`config.mk`:
```
export PLATFORM = sky130hd
export DESIGN_NAME = byte_range_header_parser_flat
export DESIGN_NICKNAME = d
export VERILOG_FILES = /design/src/hw/rtl/brhp_pkg.sv /design/src/hw/rtl/brhp_if.sv /design/src/hw/rtl/byte_range_header_parser.sv /design/src/hw/rtl/brhp_front.sv /design/src/hw/rtl/brhp_fifo.sv /design/src/hw/rtl/brhp_back.sv /design/src/flat_wrapper.sv
export SDC_FILE = /design/constraint.sdc
export NUM_CORES = 1
export LEC_CHECK = 0
export ABC_AREA = 1
export BUFFER_PORTS_ARGS = -buffer_cell sky130_fd_sc_hd__buf_2
export CORE_ASPECT_RATIO = 1.2
export CORE_UTILIZATION = 40
export DETAILED_ROUTE_END_ITERATION = 10
export HOLD_SLACK_MARGIN = 0.02
export PLACE_DENSITY_LB_ADDON = 0.15
export SLEW_MARGIN = 25
export SYNTH_ARGS = -nofsm -noshare
export SYNTH_HDL_FRONTEND = slang
export SYNTH_SLANG_ARGS = --single-unit
```
`constraint.sdc`:
```
create_clock -name clk_i -period 8.25 [get_ports clk_i]
set_clock_uncertainty 0.1 [all_clocks]
set_input_delay 1.2375 -clock clk_i [delete_from_list [all_inputs] [get_ports clk_i]]
set_output_delay 1.2375 -clock clk_i [all_outputs]
set_load 0.005 [all_outputs]
```
`src/hw/rtl/brhp_pkg.sv`:
```
// Shared types and constants for the byte-range header parser.
// No dependencies; used by every other file of the block.
package brhp_pkg;

  localparam int VALUE_BITS_DEF = 63;
  localparam int FIFO_DEPTH_DEF = 4;
  localparam int POS_BITS       = 63;
  localparam int PFX_LEN        = 6;

  localparam logic [7:0] CH_DASH  = 8'h2d;
  localparam logic [7:0] CH_COMMA = 8'h2c;
  localparam logic [7:0] CH_AMP   = 8'h26;
  localparam logic [7:0] CH_SEMI  = 8'h3b;
  localparam logic [7:0] CH_ZERO  = 8'h30;
  localparam logic [7:0] CH_NINE  = 8'h39;
  localparam logic [7:0] CH_NUL   = 8'h00;

  // "bytes="
  localparam logic [7:0] PREFIX_TEXT [PFX_LEN] = '{8'h62, 8'h79, 8'h74, 8'h65, 8'h73, 8'h3d};

  localparam logic [2:0] ST_OK         = 3'd0;
  localparam logic [2:0] ST_NO_PREFIX  = 3'd1;
  localparam logic [2:0] ST_BAD_CHAR   = 3'd2;
  localparam logic [2:0] ST_INCOMPLETE = 3'd3;
  localparam logic [2:0] ST_OVERFLOW   = 3'd4;

  typedef struct packed {
    logic               last;
    logic               is_digit;
    logic [3:0]         digit;
    logic               is_dash;
    logic               is_delim;
    logic               is_nul;
    logic [PFX_LEN-1:0] pfx_hit;
  } brhp_tok_t;

  typedef struct packed {
    logic full;
    logic empty;
  } brhp_fifo_sts_t;

endpackage

```
`src/hw/rtl/brhp_if.sv`:
```
// Valid/ready channel interfaces of the byte-range header parser.
// Depends on brhp_pkg for the position width.
interface brhp_byte_if;
  logic       valid;
  logic       ready;
  logic [7:0] text_byte;
  logic       last_byte;

  modport source (output valid, text_byte, last_byte, input ready);
  modport sink   (input valid, text_byte, last_byte, output ready);
endinterface

interface brhp_res_if;
  logic                          valid;
  logic                          ready;
  logic [2:0]                    status;
  logic [brhp_pkg::POS_BITS-1:0] range_first;
  logic [brhp_pkg::POS_BITS-1:0] range_last;

  modport source (output valid, status, range_first, range_last, input ready);
  modport sink   (input valid, status, range_first, range_last, output ready);
endinterface

```
`src/hw/rtl/byte_range_header_parser.sv`:
```
// Byte-range header parser top level: classifier, token queue, parser back end.
// Depends on brhp_pkg, brhp_if, brhp_front, brhp_fifo and brhp_back.
//
// Usage:
//   byte_i carries one character of an HTTP Range header value per word, with
//   last_byte set on the final character. res_o carries one word per header:
//   status, range_first and range_last (positions are zero unless status is ok).
//   cfg_we_i/cfg_wdata_i write the resource length, which fills in an omitted
//   last position; write it only while no header is in flight.
// Timing:
//   One character per cycle sustained while no result is held on res_o. The
//   final character is written into the token queue, then popped into the back
//   end, whose result register loads the result word. The parse state update
//   (multiply by ten as shift-add, then the start/end compare) sets the
//   per-character cycle.
// Reset clears the parse state, the queue and the resource length (to zero).
// When res_o.ready is low with a result valid, the back end holds it, the token
// queue fills up to FIFO_DEPTH characters and then byte_i.ready drops.
module byte_range_header_parser #(
  parameter int VALUE_BITS = brhp_pkg::VALUE_BITS_DEF,
  parameter int FIFO_DEPTH = brhp_pkg::FIFO_DEPTH_DEF
) (
  input  logic                          clk_i,
  input  logic                          rst_ni,
  input  logic                          cfg_we_i,
  input  logic [brhp_pkg::POS_BITS-1:0] cfg_wdata_i,
  brhp_byte_if.sink                     byte_i,
  brhp_res_if.source                    res_o
);

  brhp_pkg::brhp_tok_t      tok_in;
  brhp_pkg::brhp_tok_t      tok_out;
  brhp_pkg::brhp_fifo_sts_t fifo_sts;
  logic                     push;
  logic                     pop;

  brhp_front u_front (
    .byte_i     (byte_i),
    .fifo_sts_i (fifo_sts),
    .push_o     (push),
    .tok_o      (tok_in)
  );

  brhp_fifo #(
    .DEPTH (FIFO_DEPTH)
  ) u_fifo (
    .clk_i  (clk_i),
    .rst_ni (rst_ni),
    .push_i (push),
    .tok_i  (tok_in),
    .pop_i  (pop),
    .tok_o  (tok_out),
    .sts_o  (fifo_sts)
  );

  brhp_back #(
    .VALUE_BITS (VALUE_BITS)
  ) u_back (
    .clk_i       (clk_i),
    .rst_ni      (rst_ni),
    .cfg_we_i    (cfg_we_i),
    .cfg_wdata_i (cfg_wdata_i),
    .fifo_sts_i  (fifo_sts),
    .tok_i       (tok_out),
    .pop_o       (pop),
    .res_o       (res_o)
  );

  a_err_zero_pos: assert property (@(posedge clk_i) disable iff (!rst_ni)
    (res_o.valid && res_o.status != brhp_pkg::ST_OK) |->
      (res_o.range_first == '0 && res_o.range_last == '0))
    else $error("nonzero positions on error result");

  a_ok_ordered: assert property (@(posedge clk_i) disable iff (!rst_ni)
    (res_o.valid && res_o.status == brhp_pkg::ST_OK) |->
      (res_o.range_first <= res_o.range_last))
    else $error("ok result with start above end");

  a_push_fills: assert property (@(posedge clk_i) disable iff (!rst_ni)
    push |=> !fifo_sts.empty)
    else $error("token queue empty after push");

  a_pop_nonempty: assert property (@(posedge clk_i) disable iff (!rst_ni)
    pop |-> !fifo_sts.empty)
    else $error("pop from empty token queue");

endmodule

```
`src/hw/rtl/brhp_front.sv`:
```
// Front end: accepts header bytes and classifies each into a token.
// Depends on brhp_pkg and brhp_byte_if.
module brhp_front (
  brhp_byte_if.sink                 byte_i,
  input  brhp_pkg::brhp_fifo_sts_t  fifo_sts_i,
  output logic                      push_o,
  output brhp_pkg::brhp_tok_t       tok_o
);

  logic [7:0] c;
  logic [7:0] c_off;

  assign byte_i.ready = !fifo_sts_i.full;
  assign push_o       = byte_i.valid && !fifo_sts_i.full;
  assign c            = byte_i.text_byte;
  assign c_off        = c - brhp_pkg::CH_ZERO;

  always_comb begin
    tok_o.last     = byte_i.last_byte;
    tok_o.is_digit = (c >= brhp_pkg::CH_ZERO) && (c <= brhp_pkg::CH_NINE);
    tok_o.digit    = c_off[3:0];
    tok_o.is_dash  = (c == brhp_pkg::CH_DASH);
    tok_o.is_delim = (c == brhp_pkg::CH_COMMA) || (c == brhp_pkg::CH_AMP) ||
                     (c == brhp_pkg::CH_SEMI);
    tok_o.is_nul   = (c == brhp_pkg::CH_NUL);
    for (int k = 0; k < brhp_pkg::PFX_LEN; k++) begin
      tok_o.pfx_hit[k] = (c == brhp_pkg::PREFIX_TEXT[k]);
    end
  end

endmodule

```
`src/hw/rtl/brhp_fifo.sv`:
```
// Token queue between the classifier and the parser back end.
// Depends on brhp_pkg.
module brhp_fifo #(
  parameter int DEPTH = brhp_pkg::FIFO_DEPTH_DEF
) (
  input  logic                      clk_i,
  input  logic                      rst_ni,
  input  logic                      push_i,
  input  brhp_pkg::brhp_tok_t       tok_i,
  input  logic                      pop_i,
  output brhp_pkg::brhp_tok_t       tok_o,
  output brhp_pkg::brhp_fifo_sts_t  sts_o
);

  localparam int PTR_W = (DEPTH > 1) ? $clog2(DEPTH) : 1;
  localparam int CNT_W = $clog2(DEPTH + 1);

  brhp_pkg::brhp_tok_t mem_q [DEPTH];
  logic [PTR_W-1:0]    wr_ptr_q, wr_ptr_d;
  logic [PTR_W-1:0]    rd_ptr_q, rd_ptr_d;
  logic [CNT_W-1:0]    cnt_q, cnt_d;
  logic                do_push, do_pop;

  assign sts_o.full  = (cnt_q == CNT_W'(DEPTH));
  assign sts_o.empty = (cnt_q == '0);
  assign do_push     = push_i && !sts_o.full;
  assign do_pop      = pop_i && !sts_o.empty;
  assign tok_o       = mem_q[rd_ptr_q];

  always_comb begin
    wr_ptr_d = wr_ptr_q;
    rd_ptr_d = rd_ptr_q;
    cnt_d    = cnt_q;
    if (do_push) begin
      wr_ptr_d = (wr_ptr_q == PTR_W'(DEPTH - 1)) ? '0 : wr_ptr_q + 1'b1;
    end
    if (do_pop) begin
      rd_ptr_d = (rd_ptr_q == PTR_W'(DEPTH - 1)) ? '0 : rd_ptr_q + 1'b1;
    end
    if (do_push && !do_pop) begin
      cnt_d = cnt_q + 1'b1;
    end else if (do_pop && !do_push) begin
      cnt_d = cnt_q - 1'b1;
    end
  end

  always_ff @(posedge clk_i or negedge rst_ni) begin
    if (!rst_ni) begin
      wr_ptr_q <= '0;
      rd_ptr_q <= '0;
      cnt_q    <= '0;
    end else begin
      wr_ptr_q <= wr_ptr_d;
      rd_ptr_q <= rd_ptr_d;
      cnt_q    <= cnt_d;
    end
  end

  always_ff @(posedge clk_i) begin
    if (do_push) begin
      mem_q[wr_ptr_q] <= tok_i;
    end
  end

endmodule

```
`src/hw/rtl/brhp_back.sv`:
```
// Back end: prefix search, range state machine, result register.
// Depends on brhp_pkg and brhp_res_if.
module brhp_back #(
  parameter int VALUE_BITS = brhp_pkg::VALUE_BITS_DEF
) (
  input  logic                          clk_i,
  input  logic                          rst_ni,
  input  logic                          cfg_we_i,
  input  logic [brhp_pkg::POS_BITS-1:0] cfg_wdata_i,
  input  brhp_pkg::brhp_fifo_sts_t      fifo_sts_i,
  input  brhp_pkg::brhp_tok_t           tok_i,
  output logic                          pop_o,
  brhp_res_if.source                    res_o
);

  localparam int PB = brhp_pkg::POS_BITS;
  localparam int AW = VALUE_BITS + 4;

  typedef enum logic [2:0] {
    PH_START,
    PH_FIRST,
    PH_LAST,
    PH_LAST_N,
    PH_DONE
  } phase_e;

  phase_e                phase_q, phase_d, phase_n;
  logic [2:0]            pm_q, pm_d, pm_n;
  logic [VALUE_BITS-1:0] first_q, first_d, first_n;
  logic [PB-1:0]         last_q, last_d, last_n;
  logic [2:0]            err_q, err_d, err_n;
  logic [PB-1:0]         clm1_q, clm1_d;
  logic                  cl_zero_q, cl_zero_d;

  logic                  ovalid_q, ovalid_d;
  logic [2:0]            ostat_q, ostat_d;
  logic [PB-1:0]         ofirst_q, ofirst_d;
  logic [PB-1:0]         olast_q, olast_d;

  logic [VALUE_BITS-1:0] acc_base;
  logic [AW-1:0]         acc_ext;
  logic [AW-1:0]         acc_sum;
  logic                  acc_ovf;
  logic [2:0]            fin_st;
  logic [PB-1:0]         fin_last;

  assign pop_o             = !fifo_sts_i.empty && (!ovalid_q || res_o.ready);
  assign res_o.valid       = ovalid_q;
  assign res_o.status      = ostat_q;
  assign res_o.range_first = ofirst_q;
  assign res_o.range_last  = olast_q;

  // value * 10 + digit as shift-add, four bits wider range exposes overflow
  assign acc_base = (phase_q == PH_LAST_N) ? last_q[VALUE_BITS-1:0] : first_q;
  assign acc_ext  = {4'b0000, acc_base};
  assign acc_sum  = (acc_ext << 3) + (acc_ext << 1) + {{VALUE_BITS{1'b0}}, tok_i.digit};
  assign acc_ovf  = |acc_sum[AW-1:VALUE_BITS];

  always_comb begin
    pm_n    = pm_q;
    phase_n = phase_q;
    first_n = first_q;
    last_n  = last_q;
    err_n   = err_q;

    if (err_q == brhp_pkg::ST_OK) begin
      if (pm_q < 3'(brhp_pkg::PFX_LEN)) begin
        if (tok_i.pfx_hit[pm_q]) begin
          pm_n = pm_q + 3'd1;
        end else if (tok_i.is_nul) begin
          err_n = brhp_pkg::ST_NO_PREFIX;
        end else if (tok_i.pfx_hit[0]) begin
          pm_n = 3'd1;
        end else begin
          pm_n = 3'd0;
        end
      end else begin
        case (phase_q)
          PH_START, PH_FIRST: begin
            if (tok_i.is_dash) begin
              phase_n = PH_LAST;
            end else if (!tok_i.is_digit) begin
              err_n = brhp_pkg::ST_BAD_CHAR;
            end else begin
              phase_n = PH_FIRST;
              if (acc_ovf) begin
                err_n = brhp_pkg::ST_OVERFLOW;
              end else begin
                first_n = acc_sum[VALUE_BITS-1:0];
              end
            end
          end
          PH_LAST: begin
            if (tok_i.is_delim) begin
              phase_n = PH_DONE;
              if (cl_zero_q) begin
                err_n = brhp_pkg::ST_INCOMPLETE;
              end else begin
                last_n = clm1_q;
              end
            end else if (!tok_i.is_digit) begin
              err_n = brhp_pkg::ST_BAD_CHAR;
            end else begin
              last_n  = PB'(tok_i.digit);
              phase_n = PH_LAST_N;
            end
          end
          PH_LAST_N: begin
            if (tok_i.is_delim) begin
              phase_n = PH_DONE;
            end else if (!tok_i.is_digit) begin
              err_n = brhp_pkg::ST_BAD_CHAR;
            end else if (acc_ovf) begin
              err_n = brhp_pkg::ST_OVERFLOW;
            end else begin
              last_n = PB'(acc_sum[VALUE_BITS-1:0]);
            end
          end
          default: begin
          end
        endcase
      end
    end

    // end-of-text checks on the updated state
    fin_last = (phase_n == PH_LAST) ? clm1_q : last_n;
    if (err_n != brhp_pkg::ST_OK) begin
      fin_st = err_n;
    end else if (pm_n < 3'(brhp_pkg::PFX_LEN)) begin
      fin_st = brhp_pkg::ST_NO_PREFIX;
    end else if (phase_n == PH_LAST && cl_zero_q) begin
      fin_st = brhp_pkg::ST_INCOMPLETE;
    end else if (phase_n != PH_LAST && phase_n != PH_LAST_N && phase_n != PH_DONE) begin
      fin_st = brhp_pkg::ST_INCOMPLETE;
    end else if (PB'(first_n) > fin_last) begin
      fin_st = brhp_pkg::ST_INCOMPLETE;
    end else begin
      fin_st = brhp_pkg::ST_OK;
    end

    pm_d     = pm_q;
    phase_d  = phase_q;
    first_d  = first_q;
    last_d   = last_q;
    err_d    = err_q;
    ovalid_d = ovalid_q;
    ostat_d  = ostat_q;
    ofirst_d = ofirst_q;
    olast_d  = olast_q;

    if (res_o.ready) begin
      ovalid_d = 1'b0;
    end

    if (pop_o) begin
      if (tok_i.last) begin
        pm_d     = 3'd0;
        phase_d  = PH_START;
        first_d  = '0;
        last_d   = '0;
        err_d    = brhp_pkg::ST_OK;
        ovalid_d = 1'b1;
        ostat_d  = fin_st;
        ofirst_d = (fin_st == brhp_pkg::ST_OK) ? PB'(first_n) : '0;
        olast_d  = (fin_st == brhp_pkg::ST_OK) ? fin_last : '0;
      end else begin
        pm_d    = pm_n;
        phase_d = phase_n;
        first_d = first_n;
        last_d  = last_n;
        err_d   = err_n;
      end
    end

    clm1_d    = clm1_q;
    cl_zero_d = cl_zero_q;
    if (cfg_we_i) begin
      clm1_d    = cfg_wdata_i - 1'b1;
      cl_zero_d = (cfg_wdata_i == '0);
    end
  end

  always_ff @(posedge clk_i or negedge rst_ni) begin
    if (!rst_ni) begin
      pm_q      <= 3'd0;
      phase_q   <= PH_START;
      first_q   <= '0;
      last_q    <= '0;
      err_q     <= brhp_pkg::ST_OK;
      clm1_q    <= '0;
      cl_zero_q <= 1'b1;
      ovalid_q  <= 1'b0;
      ostat_q   <= brhp_pkg::ST_OK;
      ofirst_q  <= '0;
      olast_q   <= '0;
    end else begin
      pm_q      <= pm_d;
      phase_q   <= phase_d;
      first_q   <= first_d;
      last_q    <= last_d;
      err_q     <= err_d;
      clm1_q    <= clm1_d;
      cl_zero_q <= cl_zero_d;
      ovalid_q  <= ovalid_d;
      ostat_q   <= ostat_d;
      ofirst_q  <= ofirst_d;
      olast_q   <= olast_d;
    end
  end

endmodule

```
`src/flat_wrapper.sv`:
```
// flat-port wrapper written by rule: the top's interface ports become plain ports
module byte_range_header_parser_flat 
#(
  parameter int VALUE_BITS = brhp_pkg::VALUE_BITS_DEF,
  parameter int FIFO_DEPTH = brhp_pkg::FIFO_DEPTH_DEF
)
  (clk_i, rst_ni, cfg_we_i, cfg_wdata_i, byte_i_valid, byte_i_text_byte, byte_i_last_byte, byte_i_ready, res_o_valid, res_o_status, res_o_range_first, res_o_range_last, res_o_ready);
  brhp_byte_if byte_i_i ();
  brhp_res_if res_o_i ();
  input  logic clk_i;
  input  logic rst_ni;
  input  logic cfg_we_i;
  input  logic [brhp_pkg::POS_BITS-1:0] cfg_wdata_i;
  input wire logic [$bits(byte_i_i.valid)-1:0] byte_i_valid;
  input wire logic [$bits(byte_i_i.text_byte)-1:0] byte_i_text_byte;
  input wire logic [$bits(byte_i_i.last_byte)-1:0] byte_i_last_byte;
  output wire logic [$bits(byte_i_i.ready)-1:0] byte_i_ready;
  output wire logic [$bits(res_o_i.valid)-1:0] res_o_valid;
  output wire logic [$bits(res_o_i.status)-1:0] res_o_status;
  output wire logic [$bits(res_o_i.range_first)-1:0] res_o_range_first;
  output wire logic [$bits(res_o_i.range_last)-1:0] res_o_range_last;
  input wire logic [$bits(res_o_i.ready)-1:0] res_o_ready;
  assign byte_i_i.valid = byte_i_valid;
  assign byte_i_i.text_byte = byte_i_text_byte;
  assign byte_i_i.last_byte = byte_i_last_byte;
  assign byte_i_ready = byte_i_i.ready;
  assign res_o_valid = res_o_i.valid;
  assign res_o_status = res_o_i.status;
  assign res_o_range_first = res_o_i.range_first;
  assign res_o_range_last = res_o_i.range_last;
  assign res_o_i.ready = res_o_ready;
  byte_range_header_parser #(.VALUE_BITS(VALUE_BITS), .FIFO_DEPTH(FIFO_DEPTH)) u_core (.clk_i(clk_i), .rst_ni(rst_ni), .cfg_we_i(cfg_we_i), .cfg_wdata_i(cfg_wdata_i), .byte_i(byte_i_i), .res_o(res_o_i));
endmodule
```
==> results of run 1 <==
==> cells by family (layout without fill, tap and decap cells) <==
logic type	Yosys count	count (layout)	share of synthesized area
xor gates and xnor gates	86	86	0.0255
adders and majority gates	199	199	0.0852
AOI/OAI and AO/OA	656	656	0.121
and+or+nand+nor	2414	2414	0.330
DFF	396	396	0.346
buffers and inverters	697	890	0.0917
==> worst register-to-register path, delay by kind of cell, from the launching register on <==
kind	cells	cell delay [ns]
AO/OA/AOI/OAI	8	2.56
AND/OR/NAND/NOR	19	2.39
buffers and inverters	6	1.19
adder cells (fa/ha/maj)	3	1.14
flip-flops	1	0.42
==> worst max-delay path by stage <==
stage                     slack [ns]                             endpoint                       from  cells after the start
after floorplan                 2.18  u_core.u_back.res_o.range_first[48]   u_core.u_back.phase_q[2]                     45
final                           0.35  u_core.u_back.res_o.range_first[40]   u_core.u_back.phase_q[2]                     36
after global placement          0.28  u_core.u_back.res_o.range_first[42]  u_core.u_fifo.rd_ptr_q[1]                     41
after global routing            0.03  u_core.u_back.res_o.range_first[56]   u_core.u_back.phase_q[2]                     41
after detailed placement        0.24  u_core.u_back.res_o.range_first[40]  u_core.u_fifo.rd_ptr_q[1]                     41
after CTS                       0.15  u_core.u_back.res_o.range_first[40]  u_core.u_fifo.rd_ptr_q[1]                     41
==> cells in the final DEF, fill, tap and decap left out, types with 4 or more instances in the layout <==
cell / instances
edfxtp_1: 60
o21bai_1: 15
clkbuf_1: 11
nor4_1: 18
bufinv_16: 8
a31oi_1: 9
nand3b_1: 13
xor2_1: 41
a22o_1: 19
a21oi_1: 179
xnor2_1: 45
nor2_1: 310
a211oi_1: 4
nor2_4: 5
clkbuf_8: 5
o221ai_1: 4
clkinv_2: 7
buf_12: 7
buf_2: 206
a22oi_1: 4
ha_1: 196
nor3_1: 30
o21ai_0: 345
nand3_1: 203
inv_2: 17
inv_1: 503
nand4_1: 71
o211ai_1: 9
o22ai_1: 27
o21ai_1: 21
nand2_1: 1730
clkbuf_16: 47
buf_4: 69
nor2_2: 12
or2_2: 5
a32o_1: 5
dfrtp_1: 334
o21a_1: 4
nand2_2: 5
==> final cells by class <==
| type | count | area [µm²] | area share |
|---|---|---|---|
| Clock inverter | 19 | 368 | 0.0110 |
| Sequential cell | 396 | 10200 | 0.306 |
| Clock buffer | 63 | 1290 | 0.0385 |
| Timing Repair Buffer | 285 | 1730 | 0.0517 |
| Tap cell | 935 | 1170 | 0.0350 |
| Inverter | 523 | 1970 | 0.0590 |
| Multi-Input combinational cell | 3355 | 16700 | 0.499 |
==> power breakdown <==
part | switching, mW | internal [mW] | leakage, nW
clock | 0.934 | 1.35 | 0.806
sequential | 0.0938 | 2.12 | 5.08
combinational | 1.85 | 0.570 | 12.2
==> sequential cells by signal, summed over array words and instances, names as in the netlist <==
signal / flops
u_core.u_back.clm1_q: 63
u_core.u_back.res_o.status: 3
u_core.u_fifo.mem_q: 60
u_core.u_back.cl_zero_q: 1
u_core.u_fifo.rd_ptr_q: 2
u_core.u_back.pm_q: 3
u_core.u_back.res_o.valid: 1
u_core.u_back.phase_q: 3
u_core.u_back.last_q: 63
u_core.u_back.first_q: 63
u_core.u_back.res_o.range_last: 63
u_core.u_back.res_o.range_first: 63
u_core.u_fifo.wr_ptr_q: 2
u_core.u_back.err_q: 3
u_core.u_fifo.cnt_q: 3
==> per-stage QoR <==
| stage | instances | hold slack (ns) | cell area [µm²] |
|---|---|---|---|
| detailed placement | 5493 | 0.360 | 31700 |
| global placement | 5493 | 0.359 | 31700 |
| finish | 5576 | 0.367 | 33400 |
| CTS | 5575 | 0.376 | 33300 |
| floorplan | 4448 | 0.366 | 29500 |
| global route | 5576 | 0.399 | 33400 |
==> layer usage <==
layer | part of all wire | track usage | up-vias
li1 | - | - | 14556
met1 | 0.46 | 0.430 | 14001
met2 | 0.45 | 0.472 | 1113
met3 | 0.067 | 0.0316 | 147
met4 | 0.028 | 0.0857 | 0
met5 | 0 | 0 | -
==> what timing repair did <==
| item | 4_1_cts | 5_1_grt |
|---|---|---|
| resized for setup | 0 | 15 |
| buffers inserted | 0 | 1 |
| endpoints found under the setup margin | 0 | 126 |
==> results_dict.tcl, run 1 <==
set metrics [dict create \
    synth_edf_count 60 \
    leakagePower_nw 18.0 \
    layout_setup_ws_ns 0.354 \
    cp_top_family "compound AO/OA/AOI/OAI gates" \
    portBuffers 207 \
    drt_first_pass_iters 5 \
    synth.distinct_cells 51 \
    synth_area_leaders "dfrtp_1 (28%), nand2_1 (22%), ha_1 (8.3%)" \
    cpPeakStageDelay_ns 0.57 \
    netlist.area_leader.share 0.284 \
    pre_cts_slack_ns 0.237 \
    antenna_found_initial 0 \
    num_vias 29817 \
    crit_required_ns 8.67 \
    crit_top_cell "nand2_1" \
    hold_end "u_core.u_back.res_o.range_first[31]" \
    cp_max_fo 83 \
    numCtsBuffers 46 \
    die_y_um 299 \
    final_antenna_net_count 0 \
    syn_nets 4724 \
    wl_per_cell_um 20.2 \
    synth_common_cells "nand2_1 (1,732), inv_1 (505), o21ai_0 (351), dfrtp_1 (335), nor2_1 (315)" \
    rsz0062_at_grt "no" \
    cts_htree_levels 2 \
    power_mw 6.92 \
    design.core.area_um2 72600 \
    reg2reg_to "u_core.u_back.res_o.range_first[40]" \
    r2r_slack_ns 0.35 \
    via_per_inst 5.35 \
    min_period_ns 7.90 \
    maxCapViolations 0 \
    synth-seq-area-share 0.346 \
    num_io_pins 208 \
    setup_viol 0 \
    slew_headroom 0.240 \
    power_density_nw_per_um2 207 \
    hold_viol_final 0 \
    cts-root-buf "clkbuf_16" \
    min_from "u_core.u_back.res_o.range_first[31]" \
    critPathKind "flop to flop" \
    dpl.hpwl_mm 85.5 \
    fillers 7572 \
    period_share 0.957 \
    syn_inst 4448 \
    critPathLaunchType "flop" \
    fin_tns_setup_ns 0 \
    cts_hold_buf 0 \
    status "completed" \
    cts.reportedPaths.clkPinSlew_ns 0.06 \
    final_nets 4883 \
    grt_max_degree 139 \
    grt_pass1_vias 28066 \
    place.gp.congestion 0.977 \
    cts.path.max_buffers 3 \
    grt_usage 0.299 \
    synth_most_common_cell "nand2_1" \
    synth_flop_cell "dfrtp_1" \
    antenna-diode-count 0 \
    peakVddDrop_uv 169 \
    cts_tree "yes" \
    grt_pass1_wl_mm 172 \
    start_util 0.406 \
    ys_warn_count 0 \
    slew_viol_final 0 \
    worstMarginPinSlew_ns 1.14 \
    synth_area_um2 29500 \
    area_growth_pct 13.2 \
    num_rows 108 \
    whs_path_depth 2 \
    synth_seq_cells 396 \
    critPathSlowestCell "o21ai_0" \
    syn_avg_cell_area_um2 6.63 \
    r2r_start "u_core.u_back.phase_q[2]" \
    clkLatencyLatePin_ns 0.63 \
    drive_above_1_share 0.0899 \
    arrival_ns 8.32 \
    cts.sinks 396 \
    wl_mm 113 \
    async_flop_share 0.848 \
    drc 0 \
    r2r.worst_path.cells 36 \
    die_width_um 250 \
    cp-end-kind "flop" \
    post-route-util 0.460 \
    grt_overflow 0 \
    drt-initial-drc-count 2963 \
    dieArea_um2 74800 \
    hold_class "flop to flop" \
    yosys.area.top_type "dfrtp_1" \
    path_buf_inv 6 \
    fmax_mhz 127 \
]
No activity file was read; power rests on OpenSTA's default activity.
==> inputs of run 2 (changes only) <==
==> constraint.sdc (replaced) <==
create_clock -name clk_i -period 9.75 [get_ports clk_i]
set_clock_uncertainty 0.1 [all_clocks]
set_input_delay 1.4625 -clock clk_i [delete_from_list [all_inputs] [get_ports clk_i]]
set_output_delay 1.4625 -clock clk_i [all_outputs]
set_load 0.005 [all_outputs]
==> run 2 against run 1 <==
Combinational power shrank 16%. Fmax shrank 12%. Final area shrank 0.77%. Die area is the same. Register-to-register slack gained 0.44 ns. Core utilization shrank 0.35 points. Largest power group unchanged. Clock power shrank 19%.
==> results_dict.tcl, run 2 (synthesis results as in run 1) <==
set metrics [dict create \
    status "completed" \
    critPathLaunchType "flop" \
    die_width_um 250 \
    r2r_start "u_core.u_back.phase_q[2]" \
    fmax_mhz 112 \
    wl_mm 113 \
    drc 0 \
    cts_setup_buffers 0 \
    final_nets 4860 \
    min_from "u_core.u_back.res_o.range_first[37]" \
    grt_max_degree 153 \
    grt_pass1_vias 28109 \
    place.gp.congestion 1.00 \
    hold_class "flop to flop" \
    slew_headroom 0.341 \
    min_period_ns 8.96 \
    drt_first_pass_iters 8 \
    final_antenna_net_count 0 \
    layout_setup_ws_ns 0.791 \
    numCtsBuffers 46 \
    cts.reportedPaths.clkPinSlew_ns 0.06 \
    instances_no_fill 5557 \
    pre_cts_slack_ns 0.979 \
    drive_above_1_share 0.0855 \
    cts_hold_buf 0 \
    power_density_nw_per_um2 174 \
    reg2reg_to "u_core.u_back.res_o.range_first[36]" \
    post-route-util 0.457 \
    critPathSlowestCell "buf_4" \
    cts_htree_levels 2 \
    grt_usage 0.299 \
    slew_viol_final 0 \
    setup_viol 0 \
    path_buf_inv 5 \
    cts-root-buf "clkbuf_16" \
    maxCapViolations 0 \
    start_util 0.406 \
    via_per_inst 5.36 \
    drt-initial-drc-count 2790 \
    peakVddDrop_uv 164 \
    cp_top_family "simple AND/OR/NAND/NOR gates" \
    dieArea_um2 74800 \
    crit_top_cell "nand2_1" \
    power_mw 5.77 \
    cts_tree "yes" \
    r2r.worst_path.cells 39 \
    cpPeakStageDelay_ns 0.59 \
    crit_required_ns 10.16 \
    cts.sinks 396 \
    area_growth_pct 12.4 \
    num_vias 29807 \
    final_cell_mix "nand2_1 (1,730), inv_1 (503), o21ai_0 (351)" \
    die_y_um 299 \
    worstMarginPinSlew_ns 0.978 \
    dpl.hpwl_mm 85.6 \
    rsz0062_at_grt "no" \
    antenna-diode-count 0 \
    period_share 0.919 \
    clkLatencyLatePin_ns 0.62 \
    grt_overflow 0 \
    num_io_pins 208 \
    wl_per_cell_um 20.3 \
    hold_viol_final 0 \
    num_rows 108 \
    critPathLaunch "u_core.u_back.phase_q[2]" \
    cp-end-kind "flop" \
    cp.depth 39 \
    antenna_found_initial 0 \
    design.core.area_um2 72600 \
    dp_cells 5471 \
    critPathKind "flop to flop" \
    portBuffers 207 \
    r2r_slack_ns 0.79 \
    cts-resized-gates 0 \
    layout_commonest_cell "nand2_1" \
    cts.path.max_buffers 3 \
    crit_path_end "u_core.u_back.res_o.range_first[36]" \
    arrival_ns 9.37 \
    fin_tns_setup_ns 0 \
    grt_pass1_wl_mm 172 \
    leakagePower_nw 17.9 \
    cp_max_fo 68 \
]
-- run 2: layout make-up --
class,instances,area [µm²]
repair buffers,262,1540
clock buffers,61,1300
multi-input cells,3355,16600
clock inverters,25,309
inverters,523,1970
fillers,7610,39400
well taps,935,1170
flip-flops and latches,396,10200
-- run 2: worst min-delay path, stage by stage (launching register included) --
cell     delay, ns
dfrtp_1       0.33
nand2_1       0.06
nand2_1       0.05
-- run 2: where the power goes --
| group | switching, mW | internal [mW] | leakage, nW | total (mW) |
|---|---|---|---|---|
| combinational | 1.56 | 0.468 | 12.0 | 2.03 |
| clock | 0.784 | 1.08 | 0.768 | 1.86 |
| sequential | 0.0909 | 1.79 | 5.08 | 1.88 |
| total | 2.43 | 3.34 | 17.9 | 5.77 |
-- run 2: metal layers --
| layer | up-vias | global-route usage | share of wire |
|---|---|---|---|
| met4 | 0 | 0.103 | 0.035 |
| met2 | 1208 | 0.461 | 0.44 |
| met1 | 13881 | 0.423 | 0.44 |
| met3 | 187 | 0.0487 | 0.086 |
| met5 | - | 0 | 0 |
| li1 | 14531 | - | - |
-- run 2: metrics by stage --
step                      area (µm²)  hold WS, ns
final                          33100        0.372
after global routing           33100        0.389
after CTS                      33100        0.377
after detailed placement       31500        0.361
after global placement         31500        0.360
after floorplan                29500        0.366
-- run 2: how the worst min path moves through the flow --
| stage | to | cells past startpoint |
|---|---|---|
| floorplan | u_core.u_back.clm1_q[22] | 2 |
| global placement | u_core.u_back.res_o.range_last[39] | 2 |
| detailed placement | u_core.u_back.res_o.range_last[36] | 2 |
| CTS | u_core.u_back.res_o.range_last[36] | 2 |
| global route | u_core.u_back.res_o.range_last[36] | 2 |
| finish | u_core.u_back.res_o.range_first[37] | 2 |
